**config.mk**
```make
export PLATFORM = sky130hd
export DESIGN_NAME = radix_integer_text_parser_core
export DESIGN_NICKNAME = d
export VERILOG_FILES = /design/src/ritp_pkg.sv /design/src/ritp_front.sv /design/src/ritp_queue.sv /design/src/ritp_back.sv /design/src/radix_integer_text_parser_core.sv
export VERILOG_INCLUDE_DIRS = /design/src /design/src/src
export SDC_FILE = /design/constraint.sdc
export NUM_CORES = 1
export LEC_CHECK = 0
export ABC_CLOCK_PERIOD_IN_PS = 6400
export BUFFER_PORTS_ARGS = -buffer_cell sky130_fd_sc_hd__buf_2
export CAP_MARGIN = 10
export CORE_MARGIN = 5
export CORE_UTILIZATION = 57
export DETAILED_ROUTE_END_ITERATION = 12
export PLACE_DENSITY = 0.84
export SLEW_MARGIN = 20
export SYNTH_ARGS = -nofsm -noshare
export SYNTH_HDL_FRONTEND = slang
export SYNTH_SLANG_ARGS = --single-unit
export TNS_END_PERCENT = 1
```
**constraint.sdc**
```tcl
create_clock -name clk_i -period 6.4 [get_ports clk_i]
set_input_delay 0.64 -clock clk_i [delete_from_list [all_inputs] [get_ports clk_i]]
set_output_delay 0.64 -clock clk_i [all_outputs]
set_load 0.1 [all_outputs]
```
**src/radix_integer_text_parser_core_assert.svh**
```systemverilog
// assertion macros for the radix integer text parser core
// included by the modules that carry concurrent checks; no other dependencies
`ifndef RADIX_INTEGER_TEXT_PARSER_CORE_ASSERT_SVH
`define RADIX_INTEGER_TEXT_PARSER_CORE_ASSERT_SVH

`ifndef SYNTHESIS
// property must hold at every clock edge outside reset
`define RITP_ASSERT(lbl, clk, rstn, prop) \
  lbl: assert property (@(posedge clk) disable iff (!rstn) (prop)) \
    else $error("ritp check failed");
// condition must never be seen at a clock edge outside reset
`define RITP_ASSERT_NEVER(lbl, clk, rstn, cond) \
  lbl: assert property (@(posedge clk) disable iff (!rstn) !(cond)) \
    else $error("ritp forbidden condition seen");
`else
`define RITP_ASSERT(lbl, clk, rstn, prop)
`define RITP_ASSERT_NEVER(lbl, clk, rstn, cond)
`endif

`endif

```
**src/ritp_pkg.sv**
```systemverilog
// shared types and constants of the radix integer text parser
// used by ritp_front, ritp_queue, ritp_back and the core top level
package ritp_pkg;

  localparam int unsigned MaxFieldLenDef = 65536;
  localparam int unsigned QueueDepth     = 2;

  localparam int unsigned CharW   = 8;
  localparam int unsigned BaseW   = 6;
  localparam int unsigned DigitW  = 6;
  localparam int unsigned ValueW  = 32;
  localparam int unsigned OffsetW = 17;
  localparam int unsigned InDataW  = 8;
  localparam int unsigned OutDataW = 56;

  localparam logic [BaseW-1:0] BaseReset = 6'd10;

  localparam logic [CharW-1:0] ChSpace = 8'h20;
  localparam logic [CharW-1:0] ChTab   = 8'h09;
  localparam logic [CharW-1:0] ChPlus  = 8'h2B;
  localparam logic [CharW-1:0] ChMinus = 8'h2D;
  localparam logic [CharW-1:0] ChZero  = 8'h30;
  localparam logic [CharW-1:0] ChNine  = 8'h39;
  localparam logic [CharW-1:0] ChUpA   = 8'h41;
  localparam logic [CharW-1:0] ChUpZ   = 8'h5A;
  localparam logic [CharW-1:0] ChLowA  = 8'h61;
  localparam logic [CharW-1:0] ChLowZ  = 8'h7A;
  localparam logic [CharW-1:0] LetterBias = 8'd10;

  typedef enum logic [1:0] {
    PH_SPACE   = 2'd0,
    PH_DIGITS  = 2'd1,
    PH_STOPPED = 2'd2
  } ritp_phase_e;

  // one classified character
  typedef struct packed {
    logic              is_space;
    logic              is_sign;
    logic              is_minus;
    logic              is_alnum;
    logic [DigitW-1:0] dval;
    logic              last;
  } ritp_item_t;

endpackage

```
**src/ritp_front.sv**
```systemverilog
// front end: accepts characters and classifies them for the scan back end
// depends on ritp_pkg
module ritp_front import ritp_pkg::*; (
  input  logic               clk_i,
  input  logic               rst_ni,
  input  logic               s_valid_i,
  output logic               s_ready_o,
  input  logic [CharW-1:0]   s_char_i,
  input  logic               s_last_i,
  output logic               enq_valid_o,
  input  logic               enq_ready_i,
  output ritp_item_t         enq_item_o
);

  logic             is_num, is_up, is_low;
  logic [CharW-1:0] dval_full;

  always_comb begin
    is_num = (s_char_i >= ChZero) && (s_char_i <= ChNine);
    is_up  = (s_char_i >= ChUpA)  && (s_char_i <= ChUpZ);
    is_low = (s_char_i >= ChLowA) && (s_char_i <= ChLowZ);
    priority if (is_num) begin
      dval_full = s_char_i - ChZero;
    end else if (is_up) begin
      dval_full = s_char_i - ChUpA + LetterBias;
    end else begin
      dval_full = s_char_i - ChLowA + LetterBias;
    end
    enq_item_o.is_space = (s_char_i == ChSpace) || (s_char_i == ChTab);
    enq_item_o.is_sign  = (s_char_i == ChPlus) || (s_char_i == ChMinus);
    enq_item_o.is_minus = (s_char_i == ChMinus);
    enq_item_o.is_alnum = is_num || is_up || is_low;
    enq_item_o.dval     = dval_full[DigitW-1:0];
    enq_item_o.last     = s_last_i;
  end

  assign enq_valid_o = s_valid_i;
  assign s_ready_o   = enq_ready_i;

  `include "radix_integer_text_parser_core_assert.svh"

  // a classified digit always carries a value below 36
  `RITP_ASSERT(a_dval_range, clk_i, rst_ni,
    !(s_valid_i && enq_item_o.is_alnum) || (enq_item_o.dval < DigitW'(36)))

endmodule

```
**src/ritp_queue.sv**
```systemverilog
// short queue of classified characters between front and back end
// depends on ritp_pkg
module ritp_queue import ritp_pkg::*; (
  input  logic       clk_i,
  input  logic       rst_ni,
  input  logic       in_valid_i,
  output logic       in_ready_o,
  input  ritp_item_t in_item_i,
  output logic       out_valid_o,
  input  logic       out_ready_i,
  output ritp_item_t out_item_o
);

  localparam int unsigned AddrW = $clog2(QueueDepth);
  localparam int unsigned CntW  = $clog2(QueueDepth + 1);

  ritp_item_t         slot_q [QueueDepth];
  logic [AddrW-1:0]   wr_ptr_q, wr_ptr_d, rd_ptr_q, rd_ptr_d;
  logic [CntW-1:0]    cnt_q, cnt_d;
  logic               push, pop;

  assign in_ready_o  = (cnt_q != CntW'(QueueDepth));
  assign out_valid_o = (cnt_q != '0);
  assign out_item_o  = slot_q[rd_ptr_q];
  assign push = in_valid_i && in_ready_o;
  assign pop  = out_valid_o && out_ready_i;

  always_comb begin
    wr_ptr_d = wr_ptr_q;
    rd_ptr_d = rd_ptr_q;
    cnt_d    = cnt_q;
    if (push) begin
      wr_ptr_d = (wr_ptr_q == AddrW'(QueueDepth - 1)) ? '0 : wr_ptr_q + AddrW'(1);
    end
    if (pop) begin
      rd_ptr_d = (rd_ptr_q == AddrW'(QueueDepth - 1)) ? '0 : rd_ptr_q + AddrW'(1);
    end
    if (push && !pop) begin
      cnt_d = cnt_q + CntW'(1);
    end else if (pop && !push) begin
      cnt_d = cnt_q - CntW'(1);
    end
  end

  always_ff @(posedge clk_i or negedge rst_ni) begin
    if (!rst_ni) begin
      wr_ptr_q <= '0;
      rd_ptr_q <= '0;
      cnt_q    <= '0;
    end else begin
      wr_ptr_q <= wr_ptr_d;
      rd_ptr_q <= rd_ptr_d;
      cnt_q    <= cnt_d;
    end
  end

  always_ff @(posedge clk_i) begin
    if (push) begin
      slot_q[wr_ptr_q] <= in_item_i;
    end
  end

  `include "radix_integer_text_parser_core_assert.svh"

  `RITP_ASSERT(a_cnt_bound, clk_i, rst_ni, cnt_q <= CntW'(QueueDepth))
  `RITP_ASSERT(a_cnt_grow, clk_i, rst_ni,
    (push && !pop) |=> (cnt_q == $past(cnt_q) + CntW'(1)))

endmodule

```
**src/ritp_back.sv**
```systemverilog
// back end: scan state, radix multiply-add, offset tracking and result register
// depends on ritp_pkg
module ritp_back import ritp_pkg::*; #(
  parameter int unsigned MaxFieldLen = MaxFieldLenDef
) (
  input  logic               clk_i,
  input  logic               rst_ni,
  input  logic [BaseW-1:0]   base_i,
  input  logic               item_valid_i,
  output logic               item_ready_o,
  input  ritp_item_t         item_i,
  output logic               out_valid_o,
  input  logic               out_ready_i,
  output logic [ValueW-1:0]  out_value_o,
  output logic [OffsetW-1:0] out_offset_o,
  output logic               out_found_o
);

  localparam int unsigned CntBits = $clog2(MaxFieldLen + 1);
  localparam int unsigned PosW    = (CntBits > OffsetW) ? CntBits : OffsetW;

  ritp_phase_e       phase_q, phase_d;
  logic              neg_q, neg_d, any_q, any_d;
  logic [ValueW-1:0] acc_q, acc_d, prod, signed_val;
  logic [PosW-1:0]   pos_q, pos_d, stop_q, stop_d, off_full;
  logic              out_valid_q, out_valid_d;
  logic [ValueW-1:0] out_value_q;
  logic [OffsetW-1:0] out_offset_q;
  logic              out_found_q;
  logic              out_free, take, digit_phase, is_digit;

  assign out_free     = !out_valid_q || out_ready_i;
  assign item_ready_o = !item_i.last || out_free;
  assign take         = item_valid_i && item_ready_o;
  assign is_digit     = item_i.is_alnum && (item_i.dval < base_i);
  assign prod         = acc_q * {{(ValueW-BaseW){1'b0}}, base_i};

  always_comb begin
    phase_d     = phase_q;
    neg_d       = neg_q;
    any_d       = any_q;
    acc_d       = acc_q;
    stop_d      = stop_q;
    pos_d       = pos_q;
    digit_phase = 1'b0;
    unique case (phase_q)
      PH_SPACE: begin
        if (item_i.is_sign) begin
          neg_d   = item_i.is_minus;
          phase_d = PH_DIGITS;
        end else if (!item_i.is_space) begin
          digit_phase = 1'b1;
        end
      end
      PH_DIGITS:  digit_phase = 1'b1;
      PH_STOPPED: digit_phase = 1'b0;
      default:    digit_phase = 1'b0;
    endcase
    if (digit_phase) begin
      if (is_digit) begin
        acc_d   = prod + {{(ValueW-DigitW){1'b0}}, item_i.dval};
        any_d   = 1'b1;
        phase_d = PH_DIGITS;
      end else begin
        phase_d = PH_STOPPED;
        stop_d  = pos_q;
      end
    end
    if (pos_q != PosW'(MaxFieldLen)) begin
      pos_d = pos_q + PosW'(1);
    end
    signed_val = neg_d ? (ValueW'(0) - acc_d) : acc_d;
    off_full   = (phase_d == PH_STOPPED) ? stop_d : pos_d;
  end

  always_comb begin
    out_valid_d = out_valid_q;
    if (take && item_i.last) begin
      out_valid_d = 1'b1;
    end else if (out_ready_i) begin
      out_valid_d = 1'b0;
    end
  end

  always_ff @(posedge clk_i or negedge rst_ni) begin
    if (!rst_ni) begin
      phase_q     <= PH_SPACE;
      neg_q       <= 1'b0;
      any_q       <= 1'b0;
      acc_q       <= '0;
      pos_q       <= '0;
      stop_q      <= '0;
      out_valid_q <= 1'b0;
    end else begin
      out_valid_q <= out_valid_d;
      if (take) begin
        if (item_i.last) begin
          phase_q <= PH_SPACE;
          neg_q   <= 1'b0;
          any_q   <= 1'b0;
          acc_q   <= '0;
          pos_q   <= '0;
          stop_q  <= '0;
        end else begin
          phase_q <= phase_d;
          neg_q   <= neg_d;
          any_q   <= any_d;
          acc_q   <= acc_d;
          pos_q   <= pos_d;
          stop_q  <= stop_d;
        end
      end
    end
  end

  always_ff @(posedge clk_i) begin
    if (take && item_i.last) begin
      out_value_q  <= any_d ? signed_val : '0;
      out_offset_q <= off_full[OffsetW-1:0];
      out_found_q  <= any_d;
    end
  end

  assign out_valid_o  = out_valid_q;
  assign out_value_o  = out_value_q;
  assign out_offset_o = out_offset_q;
  assign out_found_o  = out_found_q;

  `include "radix_integer_text_parser_core_assert.svh"

  `RITP_ASSERT_NEVER(a_no_overwrite, clk_i, rst_ni,
    take && item_i.last && out_valid_q && !out_ready_i)
  `RITP_ASSERT(a_clear_after_last, clk_i, rst_ni,
    (take && item_i.last) |=> (phase_q == PH_SPACE && pos_q == '0 && !any_q))
  `RITP_ASSERT(a_acc_without_digit, clk_i, rst_ni, any_q || (acc_q == '0))
  `RITP_ASSERT(a_stop_not_ahead, clk_i, rst_ni,
    (phase_q != PH_STOPPED) || (stop_q <= pos_q))

endmodule

```
**src/radix_integer_text_parser_core.sv**
```systemverilog
// top level of the radix integer text parser: channels, radix register, wiring
// depends on ritp_pkg, ritp_front, ritp_queue and ritp_back
//
// usage
// - input stream: one character per transaction in s_axis_tdata[7:0], s_axis_tlast
//   set on the final character of a field; leading spaces and tabs are skipped,
//   one sign is taken, then digits of the radix are accumulated modulo 2^32
// - output stream: one transaction per field, issued for its last character
// - config channel: cfg_data_i holds the radix (reset value 10); write it only
//   while no field is in flight; cfg_ready_o is always high
// - throughput: one character per cycle, sustained, fields back to back, while results are
//   taken; the radix multiply-add in ritp_back takes one character each cycle
// - result path: the last character is queued at the accepting edge and the result is
//   registered by the back end once it leaves the queue and the result register is free
// - stall: when m_axis_tready is low the result register holds; characters keep
//   flowing until the next last character, which waits at the head of the
//   two-entry queue; once one more character is queued s_axis_tready drops
// - reset: asynchronous, active low; clears scan state, queue and result valid,
//   and sets the radix back to 10
module radix_integer_text_parser_core import ritp_pkg::*; #(
  parameter int unsigned MaxFieldLen = MaxFieldLenDef
) (
  input  logic                clk_i,
  input  logic                rst_ni,
  // input characters
  input  logic                s_axis_tvalid,
  output logic                s_axis_tready,
  input  logic [InDataW-1:0]  s_axis_tdata,  // [7:0] char_code
  input  logic                s_axis_tlast,  // last_char
  // results
  output logic                m_axis_tvalid,
  input  logic                m_axis_tready,
  output logic [OutDataW-1:0] m_axis_tdata,  // [31:0] parsed_value, [48:32] stop_offset,
                                             // [49] digits_found, [55:50] zero
  // radix register write
  input  logic                cfg_valid_i,
  output logic                cfg_ready_o,
  input  logic [BaseW-1:0]    cfg_data_i
);

  logic [BaseW-1:0] base_q;

  // classified characters between front and queue, queue and back end
  logic       enq_valid, enq_ready, deq_valid, deq_ready;
  ritp_item_t enq_item, deq_item;

  logic [ValueW-1:0]  res_value;
  logic [OffsetW-1:0] res_offset;
  logic               res_found;

  // radix register, always writable
  assign cfg_ready_o = 1'b1;

  always_ff @(posedge clk_i or negedge rst_ni) begin
    if (!rst_ni) begin
      base_q <= BaseReset;
    end else if (cfg_valid_i) begin
      base_q <= cfg_data_i;
    end
  end

  ritp_front u_front (
    .clk_i       (clk_i),
    .rst_ni      (rst_ni),
    .s_valid_i   (s_axis_tvalid),
    .s_ready_o   (s_axis_tready),
    .s_char_i    (s_axis_tdata[CharW-1:0]),
    .s_last_i    (s_axis_tlast),
    .enq_valid_o (enq_valid),
    .enq_ready_i (enq_ready),
    .enq_item_o  (enq_item)
  );

  ritp_queue u_queue (
    .clk_i       (clk_i),
    .rst_ni      (rst_ni),
    .in_valid_i  (enq_valid),
    .in_ready_o  (enq_ready),
    .in_item_i   (enq_item),
    .out_valid_o (deq_valid),
    .out_ready_i (deq_ready),
    .out_item_o  (deq_item)
  );

  ritp_back #(
    .MaxFieldLen (MaxFieldLen)
  ) u_back (
    .clk_i        (clk_i),
    .rst_ni       (rst_ni),
    .base_i       (base_q),
    .item_valid_i (deq_valid),
    .item_ready_o (deq_ready),
    .item_i       (deq_item),
    .out_valid_o  (m_axis_tvalid),
    .out_ready_i  (m_axis_tready),
    .out_value_o  (res_value),
    .out_offset_o (res_offset),
    .out_found_o  (res_found)
  );

  // pack result fields, lowest field first, zero fill to whole bytes
  assign m_axis_tdata = {{(OutDataW-ValueW-OffsetW-1){1'b0}}, res_found, res_offset,
                         res_value};

endmodule

```
# Word-level counts from Yosys, hierarchy flattened
# Memory sizes are Yosys's and may differ from the RTL's.
# Index checks and enable logic that the tools add are counted.
[op_classes]
n_reduce_logical = 23
bitwise_logic = 0
magnitude_cmp = 7
eq_ne = 8
mux = 34
mul = 1
div = 0
n_addsub = 12
shift = 0
[ops]
columns = ["cell", "n"]
rows = [
  ["two-way mux 32 bit", 4],
  ["two-way mux 17 bit", 6],
  ["adder 32 x 6 -> 32 bit", 1],
  ["multiplier 32 x 6 -> 32 bit", 1],
  ["subtractor 1 x 32 -> 32 bit, first input constant", 1],
  ["== test 8 x 6 -> 1 bit, second input constant", 3],
  ["adder 17 x 1 -> 17 bit, second input constant", 1],
  ["!= test 17 bit, second input constant", 1],
  [">= comparator 8 x 7 -> 1 bit, second input constant", 2],
  ["<= comparator 8 x 7 -> 1 bit, second input constant", 2],
  ["two-way mux 1 bit", 14],
  ["two-way mux 2 bit", 7],
  ["adder 6 x 4 -> 6 bit, second input constant", 2],
  ["two-way mux 6 bit", 2],
  ["subtractor 6 bit, second input constant", 2],
  ["logical AND 1 bit", 9],
  ["== test 8 x 4 -> 1 bit, second input constant", 1],
  [">= comparator 8 x 6 -> 1 bit, second input constant", 1],
  ["<= comparator 8 x 6 -> 1 bit, second input constant", 1],
  ["logical OR 1 bit", 6],
  ["less-than comparator 6 bit", 1],
  ["nonzero test 2 bit", 3],
  ["subtractor 6 x 1 -> 6 bit, second input constant", 1],
  ["logical NOT 1 bit", 4],
  ["8 further kinds", 9],
]
[totals]
output_inout_bits = 59
romBits = 0
input_bits = 20
latch_bits = 0
wordCells = 100
reg_bits = 131
ram_bits = 22
n_memories = 1
[mem_list]
columns = ["name", "depth", "word_bits", "rd", "rd_clocked_by_memory_dff", "write_ports", "line", "text"]
rows = [
  ["u_queue.slot_q", 2, 11, 1, 0, 1, "ritp_queue.sv:17", "ritp_item_t slot_q [QueueDepth];"],
]

# Logic depth before layout (Yosys ltp)
# Gate-level depths: netlist (run 1).
[depth]
word_depth = 7
depth_mapped = 22
depth_no_buf = 20

# Cells and area by module
# From an unflattened synthesis (run 1), not the netlist that was laid out.
[hier_totals]
cells_unflattened = 1548
area_unflattened_um2 = 14480.1
[by_module_without_submodules]
columns = ["module", "seq_area_each_um2", "area_per_inst_um2", "instances", "cells_each"]
rows = [
  ["ritp_back", 3278.1, 12721.0, 1, 1413],
  ["ritp_queue", 760.7, 1003.5, 1, 52],
  ["ritp_front", 0.0, 434.2, 1, 60],
  ["radix_integer_text_parser_core", 152.6, 321.6, 1, 23],
]

# Worst setup path before layout (run 1)
# OpenSTA, ideal clock, no wires.
[synth_timing]
path_type = "register to register"
startpoint = "register base_q[3]"
endpoint = "register u_back.out_value_q[31] (netlist: u_back.out_value_o[31]), data pin"
path_buffers = 2
arrival_time_ns = 6.146
period_less_slack_ns = 6.401
slack_ns = -0.001
required_time_ns = 6.145
setup_time_ns = 0.255
stages_incl_launch_ff = 22
path_cell_list = "dfstp_2 clkbuf_1 clkbuf_1 nand2_1 fa_1 fa_1 inv_1 fa_1 inv_1 fa_1 inv_1 ha_1 o211ai_1 o21ai_1 a21oi_1 xnor2_1 mux2i_1 nand4bb_4 nor4_2 nand4_2 or4_1 and3_1"
[synth_via]
elab_chain_len = 6
word_cells_on_any_way = 10
classes_between = "2 x add/sub; 1 x mul; 1 x order compare; 5 x mux; 1 x reduce/logical"
[synth_rtl]
columns = ["element", "line", "text"]
rows = [
  ["from (decl)", "radix_integer_text_parser_core.sv:41", "logic [BaseW-1:0] base_q;"],
  ["from (signal assigned)", "radix_integer_text_parser_core.sv:56", "base_q <= BaseReset;"],
  ["from (signal assigned)", "radix_integer_text_parser_core.sv:58", "base_q <= cfg_data_i;"],
  ["multiplier 32 x 6 -> 32 bit or less-than comparator 6 bit (tied branches)", "ritp_back.sv:36, ritp_back.sv:35", ""],
  ["adder 32 x 6 -> 32 bit or logical AND 1 bit (tied branches)", "ritp_back.sv:61, ritp_back.sv:35", ""],
  ["two-way mux 32 bit", "ritp_back.sv:60", "if (is_digit) begin"],
  ["two-way mux 32 bit", "ritp_back.sv:59", "if (digit_phase) begin"],
  ["subtractor 1 x 32 -> 32 bit", "ritp_back.sv:72", "signed_val = neg_d ? (ValueW'(0) - acc_d) : acc_d;"],
  ["two-way mux 32 bit", "ritp_back.sv:72", ""],
  ["to (signal assigned)", "ritp_back.sv:118", "out_value_q <= any_d ? signed_val : '0;"],
  ["to (decl)", "ritp_back.sv:27", "logic [ValueW-1:0] out_value_q;"],
]
# Several ways; a longest one is shown, not always the timed one.
# A chain may end at the register's enable or synchronous reset.

# Final worst setup path (run 1)
[layout_timing]
startpoint = "register base_q[3]"
endpoint = "register u_back.out_value_q[26] (netlist: u_back.out_value_o[26]), data pin"
# Same word-level chain as after synthesis.

==> metrics.csv, run 1 <==
stage;metric;value;unit
worst_setup_path;Worst EP required;6.65;ns
pwr;P_int;0.00336;W
yosys;Avg Cell Area, Syn;9.68;um2
yosys;Async SR Flop Fraction;52.9;%
clock_tree;CTS tree;yes;
clock_tree;later-pin clock latency in the skew report;0.44;ns
yosys;Post-synth EDFFs;72;
pwr;Net Sw Power;0.00400;W
cells_and_area;Fill cells;1910;
cells_and_area;fraction of layout cells with a size suffix above 1;14.4;%
route;# DRC;0;
pwr;Clock power frac;13.1;%
worst_setup_path;critical path fanouts, max;23;
sta;fin crit share;98.2;%
place;RD Place Congestion;0.933;
clock_tree;CTS Buffer Depth;2;
sta;Tmin final;6.29;ns
route;via density per instance;6.34;
global_route;antenna violations before repair;0;
die;IO Count;79;
worst_setup_path;R2R cell count;18;
sta;Final Skew;0.0113;ns
worst_setup_path;CP endpoint kind;flop;
clock_tree;CTS sink cnt;153;
sta;final hold vios;0;
pwr;Logic pwr share;65.7;%
clock_tree;clk slew on worst S/H paths;0.06;ns
sta;Slew @ Worst Pin;1.10;ns
worst_setup_path;Setup crit start kind;flop;
clock_tree;H-tree depth;4;
global_route;first-pass GRT wire length;60600;um
place;IO Port Bufs;71;
route;number of DRC markers in iteration 0;1387;
yosys;Seq cells post-synth;153;
die;Die W;168;um
worst_hold_path;worst hold path type;input port to asynchronous set/reset pin;
cells_and_area;Area Overhead vs Synth;9.67;%
sta;setup tns final;0;ns
worst_setup_path;WS Path Type;flop to flop;
sta;max-slew violation count;0;
clock_tree;hold_buf cts;0;
yosys;Top FF cell, synth;dfrtp_1;
sta;worst relative slew slack;27.0;%
status;status;complete, no violations;
die;DIE AREA;0.0282;mm2
sta;FMAX;159;MHz
yosys;Synth Instances;1466;
pwr;switching share of power;54.3;%
pwr;Power Density;473;mW/mm2
pwr;Reg power frac;21.2;%
worst_setup_path;Critical Path AT;6.53;ns
cells_and_area;Final #Nets;1717;
global_route;gr usage total;26.5;%
sta;endpoints failing setup;0;
place;HPWL after DPL;27200;um
yosys;sequential-to-total area share from yosys stat;29.5;%
route;DR WL/cell;20.1;um
die;area of the core;0.0244;mm2
global_route;grt ovf;0;
place;DP Worst Slack;0.114;ns
route;via count;11700;
route;Final ANT Viol Nets;0;
yosys;Synth cell types;92;
clock_tree;Clock Tree Root;clkbuf_16;
global_route;vias in the first global route;11700;
pwr;PnR Total Power;0.00736;W
sta;RSZ-0062 raised after global routing;true;
clock_tree;CTS Buf Count;17;
sta;worst setup margin;0.114;ns
die;Std-Cell Rows;57;
yosys;synth warn;0;
sta;hold slack;0.0686;ns
cells_and_area;n_diodes;0;
pwr;leakage power;7.07;nW
route;Total Routed Length;37000;um
die;Initial Util;58.2;%
pwr;Peak VDD IR;0.738;mV
run;Max-Cap Viols;0;
die;DIE HEIGHT;168;um
route;DRT Pass-1 Iters;6;
global_route;largest net degree at the start of global routing;69;
yosys;synthesized cell area;0.0142;mm2
-- through the flow --
step,cells,util [%],area [um2]
after floorplan,1471,-,14200
after global routing,1840,63.8,15600
after CTS,1837,63.2,15400
after detailed placement,1805,60.9,14900
after global placement,1805,60.9,14900
final,1840,63.8,15600
-- area by class of cell --
class                           count  area (um2)  share of cell area, %
Clock buffer                       22         465                   2.99
Clock inverter                     10        91.3                  0.587
Inverter                           64         240                   1.54
Multi-Input combinational cell   1153        9490                   61.0
Sequential cell                   153        4190                   26.9
Tap cell                          324         405                   2.60
Timing Repair Buffer              114         681                   4.37
-- cells in the final DEF (no fill, tap or decap), types with 12 or more instances in the layout --
cell type and count:
and2_1 160, a22o_1 32, nand3_1 34, or3_1 12, dfrtp_1 79, edfxtp_1 72, buf_4 44, ha_1 79
inv_1 63, xor2_1 17, nor2_1 85, mux2i_1 14, nor3_1 16, a31oi_1 17, and3_1 21, buf_2 70
o21a_1 14, o21ai_0 71, nand4_1 16, o31ai_1 22, a211oi_1 12, a21oi_1 61, nand2_1 120, xnor2_1 36
o211ai_1 13, fa_1 112, clkbuf_16 18
-- path summary, 6_finish.rpt --
| check | endpoint | startpoint | slack [ns] |
|---|---|---|---|
| min in group clk_i | u_queue.slot_q[1][0]$_DFFE_PP_ | s_axis_tlast | 0.40 |
| hold reg to reg | u_queue.wr_ptr_q$_DFFE_PN0P_ | u_queue.wr_ptr_q$_DFFE_PN0P_ | 0.49 |
| setup reg to reg | u_back.out_value_o[26]$_SDFFCE_PN0P_ | base_q[3]$_DFFE_PN1P_ | 0.11 |
| max in group asynchronous | u_back.acc_q[5]$_DFFE_PN0P_ | rst_ni | 5.10 |
| setup / recovery | u_back.out_value_o[26]$_SDFFCE_PN0P_ | base_q[3]$_DFFE_PN1P_ | 0.11 |
| hold / removal | u_back.acc_q[31]$_DFFE_PN0P_ | rst_ni | 0.07 |
-- layer usage --
layer	part of all wire, %	GRT usage [%]
met1	40	34.1
met2	50	45.6
met3	6.2	3.85
met4	4.1	9.88
met5	0	0
-- what timing repair did --
item | in CTS | in global routing
setup endpoints to repair | 0 | 9
buffers inserted | 0 | 3
gates resized for setup | 0 | 31
-- state kept, by name (all words and copies together), names as in the netlist --
signal               cells
u_back.out_offset_o     17
u_back.out_valid_o       1
u_back.acc_q            32
u_back.out_value_o      32
u_back.phase_q           2
u_back.stop_q           17
base_q                   6
u_back.any_q             1
u_back.out_found_o       1
u_back.neg_q             1
u_queue.cnt_q            2
u_queue.rd_ptr_q         1
u_back.pos_q            17
u_queue.slot_q          22
u_queue.wr_ptr_q         1
-- cell usage after synthesis (4+ instances only) --
| library cell | number | area [um2] |
|---|---|---|
| a211oi_1 | 13 | 97.6 |
| a21boi_0 | 6 | 45.0 |
| a21o_1 | 10 | 75.1 |
| a21oi_1 | 70 | 350 |
| a22o_1 | 32 | 280 |
| a31oi_1 | 17 | 106 |
| and2_1 | 160 | 1000 |
| and3_1 | 21 | 131 |
| and4_1 | 4 | 35.0 |
| buf_1 | 8 | 30.0 |
| buf_4 | 8 | 60.1 |
| buf_6 | 4 | 45.0 |
| clkbuf_1 | 79 | 297 |
| dfrtp_1 | 79 | 1980 |
| edfxtp_1 | 72 | 2160 |
| fa_1 | 112 | 2240 |
| ha_1 | 82 | 1030 |
| inv_1 | 64 | 240 |
| mux2_2 | 8 | 90.1 |
| mux2i_1 | 15 | 150 |
| nand2_1 | 120 | 450 |
| nand2b_1 | 8 | 50.1 |
| nand3_1 | 35 | 175 |
| nand4_1 | 16 | 100 |
| nor2_1 | 87 | 327 |
| nor3_1 | 18 | 90.1 |
| nor4_1 | 9 | 56.3 |
| o211ai_1 | 13 | 97.6 |
| o21a_1 | 14 | 105 |
| o21ai_0 | 78 | 390 |
| o21ai_1 | 4 | 20.0 |
| o221a_2 | 8 | 90.1 |
| o22a_1 | 8 | 70.1 |
| o22ai_1 | 7 | 43.8 |
| o31a_1 | 4 | 35.0 |
| o31ai_1 | 23 | 173 |
| or2_2 | 4 | 25.0 |
| or3_1 | 12 | 75.1 |
| xnor2_1 | 36 | 315 |
| xor2_1 | 17 | 149 |
-- worst max-delay path, stage by stage, from the launching register on --
cell	delay, ns
dfstp_2	0.57
buf_4	0.26
and2_1	0.18
fa_1	0.44
fa_1	0.54
fa_1	0.52
ha_1	0.31
ha_1	0.43
a21oi_2	0.21
o21ai_0	0.15
a311oi_1	0.33
a21o_1	0.24
xor2_1	0.19
o21ai_0	0.22
a211oi_2	0.45
buf_4	0.20
nand4_4	0.15
mux2_4	0.35
a2111oi_2	0.32
-- power groups by stage --
| stage | clock network (W) | registers (W) | logic (W) |
|---|---|---|---|
| finish | 0.000967 | 0.00156 | 0.00484 |
| global route | 0.00102 | 0.00159 | 0.00517 |
| CTS | 0.000969 | 0.00156 | 0.00467 |
| detailed placement | 0 | 0.00157 | 0.00464 |
| global placement | 0 | 0.00156 | 0.00451 |
| floorplan | 0 | 0.00265 | 0.00255 |
-- cells by family after synthesis --
| family | count (synthesis) | synth area share [%] |
|---|---|---|
| buf+inv | 165 | 4.81 |
| mux | 26 | 2.01 |
| fa+ha+maj | 194 | 23.0 |
| other cells | 2 | 0.0529 |
| xor+xnor | 54 | 3.43 |
| compound gates | 351 | 17.4 |
| flops | 153 | 29.5 |
| simple gates | 521 | 19.7 |
(Power assumes the default switching activity.)
==> run 2, diff against run 1 <==
CORE_UTILIZATION = 47   (was 57)
PLACE_DENSITY = 0.72   (was 0.84)
==> run 2 against run 1 <==
  * Non-clock buffer count up 3
  * Final area up 1.1%
  * Sequential share of layout area down 0.29 points
  * Critical path depth up 1
  * Clock power up 0.6%
  * Largest cell class unchanged
  * Die area up 20%
  * Clock-buffer cell count down 2
  * Clock skew up 0.0058 ns
==> metrics.csv, run 2 (same netlist as run 1, synthesis figures left out) <==
stage;metric;value;unit;change
status;status;complete, no violations;;
run;Max-Cap Viols;0;;unchanged
cells_and_area;fin util;52.9;%;-11 points
clock_tree;CTS sink cnt;153;;unchanged
clock_tree;later-pin clock latency in the skew report;0.44;ns;about the same
global_route;antenna violations before repair;0;;unchanged
clock_tree;CTS tree;yes;;
worst_setup_path;CP endpoint kind;flop;;
clock_tree;H-tree depth;4;;unchanged
pwr;Peak VDD IR;0.513;mV;-30%
die;DIE HEIGHT;184;um;+9.5%
sta;endpoints failing setup;0;;unchanged
clock_tree;CTS Buffer Depth;2;;unchanged
place;HPWL after DPL;27500;um;+1.1%
worst_setup_path;max incr delay on CP;0.57;ns;about the same
pwr;Logic pwr share;65.6;%;about the same
route;number of DRC markers in iteration 0;859;;-38%
pwr;Net Sw Power;0.00399;W;-0.27%
global_route;largest net degree at the start of global routing;77;;+12%
cells_and_area;fraction of layout cells with a size suffix above 1;15.1;%;+0.63 points
route;via count;11400;;-2.6%
place;DP Worst Slack;0.147;ns;+0.0328 ns
pwr;Reg power frac;21.2;%;about the same
sta;Tmin final;6.17;ns;-0.119 ns
worst_setup_path;CP Buf/Inv Count;3;;+1
route;DR WL/cell;19.4;um;-3.6%
pwr;Clock power frac;13.2;%;about the same
sta;worst relative slew slack;30.3;%;+3.3 points
sta;fin crit share;96.4;%;-1.9 points
die;Die W;184;um;+9.5%
route;Final ANT Viol Nets;0;;unchanged
pwr;Power Density;468;mW/mm2;-1.1%
sta;Slew @ Worst Pin;1.05;ns;-0.0502 ns
cells_and_area;Seq. cell area;0.00419;mm2;unchanged
place;placed insts;1872;;+3.7%
die;Std-Cell Rows;63;;+11%
route;DRT Pass-1 Iters;5;;-1
cells_and_area;n_diodes;0;;unchanged
die;DIE AREA;0.0338;mm2;+20%
worst_setup_path;Critical Path AT;6.35;ns;-0.18 ns
clock_tree;Clock Tree Root;clkbuf_16;;
worst_setup_path;critical path fanouts, max;7;;-70%
cells_and_area;Final #Nets;1720;;+0.17%
global_route;vias in the first global route;11800;;+0.99%
clock_tree;clk slew on worst S/H paths;0.07;ns;about the same
cells_and_area;Fill cells;2631;;+38%
die;area of the core;0.0297;mm2;+22%
cells_and_area;Finished Layout Cells;1909;;+3.8%
sta;worst setup margin;0.233;ns;+0.119 ns
die;IO Count;79;;unchanged
worst_setup_path;Setup crit start kind;flop;;
pwr;switching share of power;54.2;%;-0.16 points
cells_and_area;commonest non-fill, non-tap cell in the layout;and2_1;;
worst_setup_path;Worst EP required;6.58;ns;-0.07 ns
worst_setup_path;CP top delay family;adder cells;;
global_route;grt ovf;0;;unchanged
pwr;leakage power;7.09;nW;+0.34%
global_route;first-pass GRT wire length;61200;um;+1.0%
global_route;gr usage total;22.4;%;-4.1 points
pwr;P_int;0.00338;W;+0.39%
route;# DRC;0;;unchanged
clock_tree;CTS Buf Count;17;;unchanged
cells_and_area;Multi-input gate area;0.00952;mm2;+0.34%
worst_hold_path;worst hold path type;input port to flop;;
sta;Final Skew;0.0172;ns;+0.00582 ns
sta;final hold vios;0;;unchanged
worst_setup_path;Slowest-stage cell, CP;dfstp_2;;
route;Total Routed Length;37000;um;about the same
cells_and_area;Area Overhead vs Synth;10.9;%;
die;Initial Util;47.8;%;-10 points
place;IO Port Bufs;71;;unchanged
cells_and_area;commonest non-fill, non-tap cells in the layout;and2_1, nand2_1, fa_1;;
worst_setup_path;worst-path cell chain;nand2_1 -> fa_1 -> fa_1 -> inv_1 -> fa_1 -> inv_1 -> fa_1 -> inv_1 -> ha_1 -> a21o_1 -> a21oi_4 -> a21oi_1 -> o31a_1 -> a22o_1 -> nand4bb_4 -> nor4_4 -> nand4_4 -> or4_1 -> and3_1;;
route;via density per instance;5.95;;-6.1%
sta;FMAX;162;MHz;+1.9%
place;RD Place Congestion;0.895;;-4.0%
sta;max-slew violation count;0;;unchanged
worst_setup_path;WS Path Type;flop to flop;;
worst_setup_path;crit-path most repeated cell;fa_1;;
run 2: repair_timing:
item	4_1_cts	5_1_grt
setup buffers	0	4
hold buffers	1	0
endpoints found under the setup margin	0	10
hold endpoints to repair	5	0
gates resized for setup	0	46
run 2: worst paths after layout:
path | start | to | slack, ns | depth (start not counted)
max in group asynchronous | rst_ni | u_queue.wr_ptr_q$_DFFE_PN0P_ | 4.89 | 3
worst max register to register | base_q[3]$_DFFE_PN1P_ | u_back.out_value_o[31]$_SDFFCE_PN0P_ | 0.23 | 19
worst min-delay path | s_axis_tlast | u_queue.slot_q[0][0]$_DFFE_PP_ | 0.40 | 1
worst max-delay path | base_q[3]$_DFFE_PN1P_ | u_back.out_value_o[31]$_SDFFCE_PN0P_ | 0.23 | 19
worst min register to register | u_back.stop_q[1]$_DFFE_PN0P_ | u_back.stop_q[1]$_DFFE_PN0P_ | 0.50 | 1
min in group asynchronous | rst_ni | u_back.acc_q[19]$_DFFE_PN0P_ | 0.56 | 2
run 2: power by group through the flow:
stage	sequential (W)	combinational, W	clock, W
floorplan	0.00265	0.00255	0
global placement	0.00156	0.00455	0
detailed placement	0.00158	0.00463	0
CTS	0.00156	0.00466	0.000984
global route	0.00159	0.00518	0.00102
finish	0.00156	0.00483	0.000973
run 2: stage by stage:
stage / power [W] / setup TNS, ns / hold slack, ns / cell area, um2
6_report: 0.00736 / 0 / 0.402 / 15700
5_1_grt: 0.00780 / -0.000422 / 0.398 / 15700
4_1_cts: 0.00720 / 0 / 0.387 / 15500
3_5_place_dp: 0.00621 / 0 / 0.457 / 15000
3_3_place_gp: 0.00612 / 0 / 0.452 / 15000
2_1_floorplan: 0.00520 / 0 / 0.344 / 14200
run 2: worst register-to-register path, stage by stage (launching register included):
cell	delay, ns
dfstp_2	0.57
nand2_1	0.08
fa_1	0.48
fa_1	0.54
inv_1	0.06
fa_1	0.53
inv_1	0.05
fa_1	0.49
inv_1	0.04
ha_1	0.38
a21o_1	0.24
a21oi_4	0.24
a21oi_1	0.12
o31a_1	0.29
a22o_1	0.26
nand4bb_4	0.31
nor4_4	0.33
nand4_4	0.19
or4_1	0.51
and3_1	0.19
run 2: final cells by class:
cell class	count	share of cell area (%)
clock buffers	20	2.97
clock inverters	12	0.628
inverters	64	1.53
multi-input cells	1153	60.5
flip-flops and latches	153	26.6
well taps	390	3.10
repair buffers	117	4.63
run 2: routing by layer:
| metal | GRT usage (%) | share of wire (%) | wire length (um) | up-vias |
|---|---|---|---|---|
| li1 | - | - | - | 5283 |
| met5 | 0 | 0 | 0 | - |
| met2 | 38.6 | 50 | 18700 | 379 |
| met3 | 2.87 | 4.5 | 1660 | 74 |
| met4 | 8.81 | 3.6 | 1330 | 0 |
| met1 | 28.9 | 42 | 15400 | 5628 |
